`src/design/cds_pkg.sv`:
```
`timescale 1ns / 1ps
// ---------------------------------------------------------------------------
// cds_pkg
// shared constants and small calendar helpers for the date shifter
// ---------------------------------------------------------------------------
package cds_pkg;

	localparam logic [1:0] UNIT_DAYS   = 2'd0;
	localparam logic [1:0] UNIT_WEEKS  = 2'd1;
	localparam logic [1:0] UNIT_MONTHS = 2'd2;
	localparam logic [1:0] UNIT_YEARS  = 2'd3;

	localparam logic [1:0] ST_OK    = 2'd0;
	localparam logic [1:0] ST_BADIN = 2'd1;
	localparam logic [1:0] ST_RANGE = 2'd2;

	localparam int YEAR_LO = 1900;
	localparam int YEAR_HI = 9999;

	// day numbers of 1900-01-01 and 9999-12-31
	localparam int DN_LO = 693901;
	localparam int DN_HI = 3652364;

	// leap test for 14-bit years, mod 100 and mod 400 via reciprocal multiply
	function automatic logic is_leap(input logic [13:0] y);
		logic [13:0] q100;
		logic [13:0] r100;
		logic [27:0] prod;
		begin
			prod = 28'(y) * 28'd655;
			q100 = 14'(prod[27:16]);
			if (y - q100 * 14'd100 >= 14'd100) q100 = q100 + 14'd1;
			r100 = y - 14'(q100 * 14'd100);
			is_leap = (y[1:0] == 2'b00) && ((r100 != 14'd0) || (q100[1:0] == 2'b00));
		end
	endfunction

	function automatic logic [4:0] month_days(input logic [13:0] y, input logic [3:0] m);
		begin
			case (m)
				4'd1, 4'd3, 4'd5, 4'd7, 4'd8, 4'd10, 4'd12: month_days = 5'd31;
				4'd4, 4'd6, 4'd9, 4'd11: month_days = 5'd30;
				4'd2: month_days = is_leap(y) ? 5'd29 : 5'd28;
				default: month_days = 5'd0;
			endcase
		end
	endfunction

	// days before the month in a march-based year
	function automatic logic [8:0] march_offset(input logic [3:0] mp);
		begin
			case (mp)
				4'd0:  march_offset = 9'd0;
				4'd1:  march_offset = 9'd31;
				4'd2:  march_offset = 9'd61;
				4'd3:  march_offset = 9'd92;
				4'd4:  march_offset = 9'd122;
				4'd5:  march_offset = 9'd153;
				4'd6:  march_offset = 9'd184;
				4'd7:  march_offset = 9'd214;
				4'd8:  march_offset = 9'd245;
				4'd9:  march_offset = 9'd275;
				4'd10: march_offset = 9'd306;
				4'd11: march_offset = 9'd337;
				default: march_offset = 9'd0;
			endcase
		end
	endfunction

	// year of era divided by 100, exact for 0..399
	function automatic logic [2:0] yoe_div100(input logic [8:0] yoe);
		logic [14:0] prod;
		begin
			prod = 15'(yoe) * 15'd41;
			yoe_div100 = prod[14:12];
		end
	endfunction

endpackage

```
`src/design/civil_date_shift.sv`:
```
`timescale 1ns / 1ps
// ---------------------------------------------------------------------------
// civil_date_shift
// shifts a gregorian date by days, weeks, months or years
// ---------------------------------------------------------------------------
// channel  signals                                         dir
// in       in_valid in_ready year_in month_in day_in       in
//          amount unit
// out      out_valid out_ready status year_out month_out   out
//          day_out
// one transaction per cycle unless out_ready stalls it, six register stages
// stage 1 checks the date, stage 2 forms the day number, later stages
// split the target back into era, year, month and day
// reset clears only the valid bits
// a stall holds each full stage whose successor cannot move, nothing is lost
// ---------------------------------------------------------------------------
module civil_date_shift import cds_pkg::*; (
	input  logic               clk,
	input  logic               arst_n,
	input  logic               in_valid,
	output logic               in_ready,
	input  logic [13:0]        year_in,
	input  logic [3:0]         month_in,
	input  logic [4:0]         day_in,
	input  logic signed [31:0] amount,
	input  logic [1:0]         unit,
	output logic               out_valid,
	input  logic               out_ready,
	output logic [1:0]         status,
	output logic [13:0]        year_out,
	output logic [3:0]         month_out,
	output logic [4:0]         day_out
);

	logic v_s1, v_s2, v_s3, v_s4, v_s5, v_s6;
	logic en1, en2, en3, en4, en5, en6;

	assign en6 = !v_s6 || out_ready;
	assign en5 = !v_s5 || en6;
	assign en4 = !v_s4 || en5;
	assign en3 = !v_s3 || en4;
	assign en2 = !v_s2 || en3;
	assign en1 = !v_s1 || en2;
	assign in_ready = en1;

	always_ff @(posedge clk or negedge arst_n) begin
		if (!arst_n) begin
			v_s1 <= 1'b0; v_s2 <= 1'b0; v_s3 <= 1'b0;
			v_s4 <= 1'b0; v_s5 <= 1'b0; v_s6 <= 1'b0;
		end else begin
			if (en1) v_s1 <= in_valid;
			if (en2) v_s2 <= v_s1;
			if (en3) v_s3 <= v_s2;
			if (en4) v_s4 <= v_s3;
			if (en5) v_s5 <= v_s4;
			if (en6) v_s6 <= v_s5;
		end
	end

	// stage 1: validity, day of era pieces, month target
	logic        bad0;
	logic [13:0] yy0;
	logic [3:0]  mp0;
	logic [8:0]  doy0;
	logic [4:0]  lim0;
	logic [17:0] mt0;
	logic signed [34:0] delta0;

	always_comb begin
		lim0 = month_days(year_in, month_in);
		bad0 = (year_in < 14'(YEAR_LO)) || (year_in > 14'(YEAR_HI)) || (month_in < 4'd1)
			|| (month_in > 4'd12) || (day_in == 5'd0) || (day_in > lim0);
		yy0  = year_in - ((month_in <= 4'd2) ? 14'd1 : 14'd0);
		mp0  = (month_in > 4'd2) ? month_in - 4'd3 : month_in + 4'd9;
		doy0 = march_offset(mp0) + 9'(day_in) - 9'd1;
		mt0  = 18'(year_in) * 18'd12 + 18'(month_in) - 18'd1;
		delta0 = (unit == UNIT_WEEKS) ? 35'(amount) * 35'sd7 : 35'(amount);
	end

	logic        bad_s1;
	logic [1:0]  unit_s1;
	logic [13:0] yy_s1, y_s1;
	logic [8:0]  doy_s1;
	logic [4:0]  d_s1;
	logic [17:0] mt_s1;
	logic signed [34:0] delta_s1;
	logic signed [31:0] amt_s1;

	always_ff @(posedge clk) begin
		if (en1) begin
			bad_s1 <= bad0; unit_s1 <= unit; yy_s1 <= yy0; y_s1 <= year_in;
			doy_s1 <= doy0; d_s1 <= day_in; mt_s1 <= mt0; delta_s1 <= delta0;
			amt_s1 <= amount;
		end
	end

	// stage 2: day number and shifted targets
	logic [4:0]  era1;
	logic [8:0]  yoe1;
	logic [21:0] dn1;
	logic signed [35:0] tdn1, tmon1, tyr1;
	logic [31:0] q400;

	always_comb begin
		q400 = 32'(yy_s1) * 32'd10486;
		era1 = 5'(q400 >> 22);
		if (yy_s1 - 14'(era1 * 14'd400) >= 14'd400) era1 = era1 + 5'd1;
		yoe1 = 9'(yy_s1 - 14'(era1 * 14'd400));
		dn1  = 22'(era1) * 22'd146097 + 22'(yoe1) * 22'd365 + 22'(yoe1 >> 2)
			- 22'(yoe_div100(yoe1)) + 22'(doy_s1);
		tdn1  = 36'(signed'({1'b0, dn1})) + 36'(delta_s1);
		tmon1 = 36'(signed'({1'b0, mt_s1})) + 36'(amt_s1);
		tyr1  = 36'(signed'({1'b0, y_s1})) + 36'(amt_s1);
	end

	logic [1:0]  st_s2;
	logic [1:0]  unit_s2;
	logic [21:0] tdn_s2;
	logic [17:0] tmon_s2;
	logic [13:0] tyr_s2;
	logic [4:0]  d_s2;

	always_ff @(posedge clk) begin
		if (en2) begin
			unit_s2 <= unit_s1; d_s2 <= d_s1;
			tdn_s2 <= 22'(tdn1); tmon_s2 <= 18'(tmon1); tyr_s2 <= 14'(tyr1);
			if (bad_s1) st_s2 <= ST_BADIN;
			else if (unit_s1 == UNIT_DAYS || unit_s1 == UNIT_WEEKS)
				st_s2 <= (tdn1 < 36'(DN_LO) || tdn1 > 36'(DN_HI)) ? ST_RANGE : ST_OK;
			else if (unit_s1 == UNIT_MONTHS)
				st_s2 <= (tmon1 < 36'sd22800 || tmon1 > 36'sd119999) ? ST_RANGE : ST_OK;
			else
				st_s2 <= (tyr1 < 36'sd1900 || tyr1 > 36'sd9999) ? ST_RANGE : ST_OK;
		end
	end

	// stage 3: era and day of era, year and month of month target
	logic [4:0]  era2;
	logic [17:0] doe2;
	logic [43:0] qe;
	logic [13:0] my2;
	logic [3:0]  mm2;
	logic [35:0] q12;

	always_comb begin
		qe   = 44'(tdn_s2) * 44'd117592;
		era2 = 5'(qe >> 34);
		if (tdn_s2 - 22'(era2 * 22'd146097) >= 22'd146097) era2 = era2 + 5'd1;
		doe2 = 18'(tdn_s2 - 22'(era2) * 22'd146097);
		q12  = 36'(tmon_s2) * 36'd21845;
		my2  = 14'(q12 >> 18);
		if (tmon_s2 - 18'(my2) * 18'd12 >= 18'd12) my2 = my2 + 14'd1;
		mm2  = 4'(tmon_s2 - 18'(my2) * 18'd12) + 4'd1;
	end

	logic [1:0]  st_s3, unit_s3;
	logic [4:0]  era_s3, d_s3;
	logic [17:0] doe_s3;
	logic [13:0] my_s3;
	logic [3:0]  mm_s3;

	always_ff @(posedge clk) begin
		if (en3) begin
			st_s3 <= st_s2; unit_s3 <= unit_s2; era_s3 <= era2; doe_s3 <= doe2;
			d_s3 <= d_s2;
			if (unit_s2 == UNIT_MONTHS) begin
				my_s3 <= my2; mm_s3 <= mm2;
			end else begin
				my_s3 <= tyr_s2; mm_s3 <= 4'd0;
			end
		end
	end

	// stage 4: year of era
	logic [17:0] t3;
	logic [8:0]  yoe3;
	logic [35:0] q365;
	logic [35:0] q1460;
	logic [2:0]  c36524;

	always_comb begin
		q1460  = 36'(doe_s3) * 36'd183860;
		c36524 = 3'(doe_s3 >= 18'd36524) + 3'(doe_s3 >= 18'd73048)
			+ 3'(doe_s3 >= 18'd109572) + 3'(doe_s3 >= 18'd146096);
		t3 = doe_s3 - 18'(q1460 >> 28) + 18'(c36524) - 18'(doe_s3 == 18'd146096);
		q365 = 36'(t3) * 36'd183860;
		yoe3 = 9'(q365 >> 26);
		if (t3 - 18'(yoe3) * 18'd365 >= 18'd365) yoe3 = yoe3 + 9'd1;
	end

	logic [1:0]  st_s4, unit_s4;
	logic [4:0]  era_s4, d_s4;
	logic [17:0] doe_s4;
	logic [8:0]  yoe_s4;
	logic [13:0] my_s4;
	logic [3:0]  mm_s4;

	always_ff @(posedge clk) begin
		if (en4) begin
			st_s4 <= st_s3; unit_s4 <= unit_s3; era_s4 <= era_s3; d_s4 <= d_s3;
			doe_s4 <= doe_s3; yoe_s4 <= yoe3; my_s4 <= my_s3; mm_s4 <= mm_s3;
		end
	end

	// stage 5: day of year and month
	logic [8:0] doy4;
	logic [3:0] mp4;
	logic [13:0] y4;
	logic [3:0]  m4;
	logic [4:0]  dd4;
	logic [11:0] x4;
	logic [24:0] qmp4;

	always_comb begin
		doy4 = 9'(doe_s4 - (18'(yoe_s4) * 18'd365 + 18'(yoe_s4 >> 2)
			- 18'(yoe_div100(yoe_s4))));
		x4   = 12'(doy4) * 12'd5 + 12'd2;
		qmp4 = 25'(x4) * 25'd6854;
		mp4  = 4'(qmp4 >> 20);
		m4   = (mp4 < 4'd10) ? mp4 + 4'd3 : mp4 - 4'd9;
		dd4  = 5'(doy4 - march_offset(mp4) + 9'd1);
		y4   = 14'(yoe_s4) + 14'(era_s4) * 14'd400 + ((m4 <= 4'd2) ? 14'd1 : 14'd0);
	end

	logic [1:0]  st_s5, unit_s5;
	logic [13:0] y_s5, my_s5;
	logic [3:0]  m_s5, mm_s5;
	logic [4:0]  dd_s5, d_s5;

	always_ff @(posedge clk) begin
		if (en5) begin
			st_s5 <= st_s4; unit_s5 <= unit_s4; y_s5 <= y4; m_s5 <= m4; dd_s5 <= dd4;
			my_s5 <= my_s4; mm_s5 <= mm_s4; d_s5 <= d_s4;
		end
	end

	// stage 6: clamp and select
	logic [1:0]  st_s6;
	logic [13:0] y_s6;
	logic [3:0]  m_s6;
	logic [4:0]  d_s6;

	// year unit keeps the input month, carried alongside the pipeline
	logic [3:0] m_in_s1, m_in_s2, m_in_s3, m_in_s4, m_in_s5;
	always_ff @(posedge clk) begin
		if (en1) m_in_s1 <= month_in;
		if (en2) m_in_s2 <= m_in_s1;
		if (en3) m_in_s3 <= m_in_s2;
		if (en4) m_in_s4 <= m_in_s3;
		if (en5) m_in_s5 <= m_in_s4;
	end

	logic [3:0] sm5;
	logic [4:0] sl5;
	always_comb begin
		sm5 = (unit_s5 == UNIT_YEARS) ? m_in_s5 : mm_s5;
		sl5 = month_days(my_s5, sm5);
	end

	always_ff @(posedge clk) begin
		if (en6) begin
			st_s6 <= st_s5;
			if (st_s5 != ST_OK) begin
				y_s6 <= 14'd0; m_s6 <= 4'd0; d_s6 <= 5'd0;
			end else if (unit_s5 == UNIT_DAYS || unit_s5 == UNIT_WEEKS) begin
				y_s6 <= y_s5; m_s6 <= m_s5; d_s6 <= dd_s5;
			end else begin
				y_s6 <= my_s5; m_s6 <= sm5;
				d_s6 <= (d_s5 > sl5) ? sl5 : d_s5;
			end
		end
	end

	assign out_valid = v_s6;
	assign status    = st_s6;
	assign year_out  = y_s6;
	assign month_out = m_s6;
	assign day_out   = d_s6;

endmodule

```
`config.mk`:
```
export PLATFORM = sky130hd
export DESIGN_NAME = civil_date_shift
export DESIGN_NICKNAME = d
export VERILOG_FILES = /design/src/design/cds_pkg.sv /design/src/design/civil_date_shift.sv
export SDC_FILE = /design/constraint.sdc
export NUM_CORES = 2
export LEC_CHECK = 0
export ABC_CLOCK_PERIOD_IN_PS = 25800
export BUFFER_PORTS_ARGS = -buffer_cell sky130_fd_sc_hd__buf_4
export CAP_MARGIN = 20
export CORE_MARGIN = 3
export CORE_UTILIZATION = 34
export CTS_BUF_LIST = sky130_fd_sc_hd__clkbuf_4
export DETAILED_ROUTE_END_ITERATION = 7
export PLACE_DENSITY_LB_ADDON = 0.08
export SETUP_SLACK_MARGIN = 0.5
export SLEW_MARGIN = 20
export SYNTH_ARGS = -nofsm -noshare
export SYNTH_HDL_FRONTEND = slang
export SYNTH_SLANG_ARGS = --single-unit
```
`constraint.sdc`:
```
create_clock -name clk -period 25.8 [get_ports clk]
set_input_delay 2.58 -clock clk [delete_from_list [all_inputs] [get_ports clk]]
set_output_delay 2.58 -clock clk [all_outputs]
set_load 0.05 [all_outputs]
```
==> reports/summary.json <==
{
  "critical_path.startpoint_type": "register",
  "core.rowCount": 170,
  "clkLatencyLatePin_ns": 1.04,
  "regToRegSetupSlack_ns": 4.55,
  "total_setup_buffers_inserted_after_cts": 0,
  "slowest_stage": "sky130_fd_sc_hd__mux2i_1",
  "clock_sinks": 393,
  "flow.area_growth_from_synthesis_pct": 7.89,
  "syn_area_per_cell_um2": 10.1,
  "die_h_um": 473,
  "vias": 49900,
  "slew-limit-headroom_pct": 28.9,
  "maximum_number_of_pins_on_one_net_before_global_route_repair": 136,
  "worstMarginPinSlew_ns": 1.07,
  "final_routed_wirelength_um": 189000,
  "place.port_buffers": 87,
  "number_of_enable_type_register_cells_in_the_synthesized_netlist": 387,
  "yosysSeqAreaShare_pct": 15.9,
  "global_route_wire_length_before_repair_um": 303000,
  "postSynthCellCount": 7351,
  "synth_seq_cells": 393,
  "detail_route.drc_violations": 0,
  "grt_antenna_before_repair": 15,
  "finalSetupViolations": 0,
  "start_util_pct": 34.4,
  "cts-root-buf": "sky130_fd_sc_hd__clkbuf_4",
  "post_route_cells_drive_above_1_share_pct": 5.06,
  "synthesis.yosys.warnings": 0,
  "first_global_vias": 53600,
  "max-clock-path-buffers": 3,
  "synth_cell_types": 96,
  "routabilityCongestion": 0.840,
  "min_period_ns": 21.25,
  "vias_per_cell": 4.75,
  "maximum_level_of_the_cts_h_tree": 3,
  "critical_path_class": "reg -> reg",
  "cp_slowest_stage_delay_ns": 0.78,
  "core_area_um2": 216000,
  "hold_path.class": "reg -> reg",
  "timing_max_transition_violations_final": 0,
  "post_route_skew_ns": 0.0903,
  "postSynth.asyncResetShare_pct": 1.53,
  "global_route.usage.total_pct": 17.3,
  "tritoncts": "done",
  "cts_hold_repair.buffers": 0,
  "multi_input_area_um2": 56000,
  "die_area_um2": 224000,
  "worstPathArrival_ns": 21.98,
  "die_x_um": 473,
  "seq_area_um2": 11800,
  "dp_hpwl_um": 161000,
  "design.final.nets": 10200,
  "number_of_buffers_created_by_cts": 117,
  "synthesis.nets": 10000,
  "yosys_most_used_dff": "sky130_fd_sc_hd__edfxtp_1",
  "route.antenna.remaining_nets": 0,
  "timing.final.crit_share_pct": 82.4,
  "run_status": "completed",
  "firstDrtPassIters": 5,
  "mean_routed_wirelength_per_cell_um": 18.0,
  "final_hold_violations": 0,
  "cts_resized": 0,
  "clkSlewWorstSetupHoldPaths_ns": 0.06,
  "crit_top_cell": "sky130_fd_sc_hd__ha_1",
  "critical_path.endpoint_type": "register",
  "cp.required_ns": 26.52,
  "overall_overflow_remaining_after_global_route": 0,
  "initialDrtViolationCount": 1841,
  "max-cap-violations": 0,
  "setup_tns_ns": 0,
  "achievable-frequency_ghz": 0.0471,
  "rsz0062_at_grt": "false",
  "critical_path.max_fanout": 14,
  "io_pins": 88,
  "filler_cell_count": 21800,
  "netlist_area_um2": 74200
}
==> cells in the final DEF, fill, tap and decap left out, drive strengths merged, types with 127 or more instances in the layout <==
cell / Yosys / routed
nand2: 234 / 234
ha: 1757 / 1757
xnor2: 340 / 340
nor2: 258 / 258
o21ai: 214 / 214
fa: 856 / 856
edfxtp: 387 / 387
inv: 1693 / 1698
clkbuf: 30 / 159
a21oi: 310 / 310
xor2: 127 / 127
==> stage by stage <==
step | cells | util [%] | hold WS, ns | worst slack [ns] | cell area, µm²
floorplan | 7351 | - | 0.400 | 6.40 | 74200
detailed placement | 10300 | 36.4 | 0.405 | 4.56 | 78600
global route | 10500 | 37.1 | 0.351 | 2.92 | 80100
global placement | 10300 | 36.4 | 0.402 | 4.75 | 78600
CTS | 10500 | 37.1 | 0.351 | 4.50 | 80000
finish | 10500 | 37.1 | 0.365 | 4.55 | 80100
==> cells by family after synthesis <==
logic type	after synthesis	synth area share [%]
flops	393	15.9
buf+inv	1726	8.73
xor+xnor	469	5.64
compound gates	1085	9.51
fa+ha+maj	2617	52.8
mux	49	0.701
simple gates	1012	6.78
==> cells in the mapped netlist, types with 79 or more instances <==
master / n / area share, %
sky130_fd_sc_hd__inv_1: 1689 / 8.5
sky130_fd_sc_hd__nand2_1: 233 / 1.2
sky130_fd_sc_hd__a21oi_1: 309 / 2.1
sky130_fd_sc_hd__xor2_1: 126 / 1.5
sky130_fd_sc_hd__nor2_1: 258 / 1.3
sky130_fd_sc_hd__fa_1: 856 / 23
sky130_fd_sc_hd__nand3_1: 88 / 0.59
sky130_fd_sc_hd__edfxtp_1: 387 / 16
sky130_fd_sc_hd__a21o_1: 125 / 1.3
sky130_fd_sc_hd__nor3_1: 79 / 0.53
sky130_fd_sc_hd__o21ai_0: 202 / 1.4
sky130_fd_sc_hd__ha_1: 1757 / 30
sky130_fd_sc_hd__xnor2_1: 337 / 4.0
sky130_fd_sc_hd__o21bai_1: 86 / 0.87
==> final cells by class <==
type / instances / share of cell area [%]
inverter: 1693 / 7.94
multi-input combinational: 5232 / 70.0
tap: 2838 / 4.43
antenna: 9 / 0.0281
clock buffer: 159 / 1.49
timing repair buffer: 118 / 1.12
sequential: 393 / 14.7
clock inverter: 50 / 0.313
==> sequential cells by signal, indices dropped and copies added, names as in the netlist, 18 cells and up <==
register,flops
amt_s1,31
delta_s1,35
doe_s3,18
mt_s1,18
tdn_s2,22
tmon_s2,18
==> worst max-delay path: cells and delay by family, from the launching register on <==
family	cells	cell delay [ns]
and+or+nand+nor	16	2.82
muxes	2	1.11
adders and majority gates	21	7.71
xor gates and xnor gates	6	1.26
AOI/OAI and AO/OA	29	6.57
buffers and inverters	7	0.68
DFF	1	0.75
==> path summary, 6_finish.rpt <==
| check | start | endpoint | cells past startpoint |
|---|---|---|---|
| setup / recovery | yy_s1[6] | st_s2[1] | 81 |
| hold / removal | my_s3[7] | my_s4[7] | 0 |
| setup reg to reg | yy_s1[6] | st_s2[1] | 81 |
| hold reg to reg | my_s3[7] | my_s4[7] | 0 |
| max in group asynchronous | arst_n | v_s3 | 1 |
| min in group asynchronous | arst_n | v_s4 | 1 |
==> layer usage <==
layer,up-vias,GRT usage (%),routed length [µm]
met5,-,0,27
met4,4,3.02,2680
met3,149,1.66,4400
met2,455,30.0,91600
met1,24300,23.5,90300
li1,25000,-,-
Power is left out: the tool's default activity adds up to more than one toggle a clock period on the data nets, which glitch-free logic cannot reach.
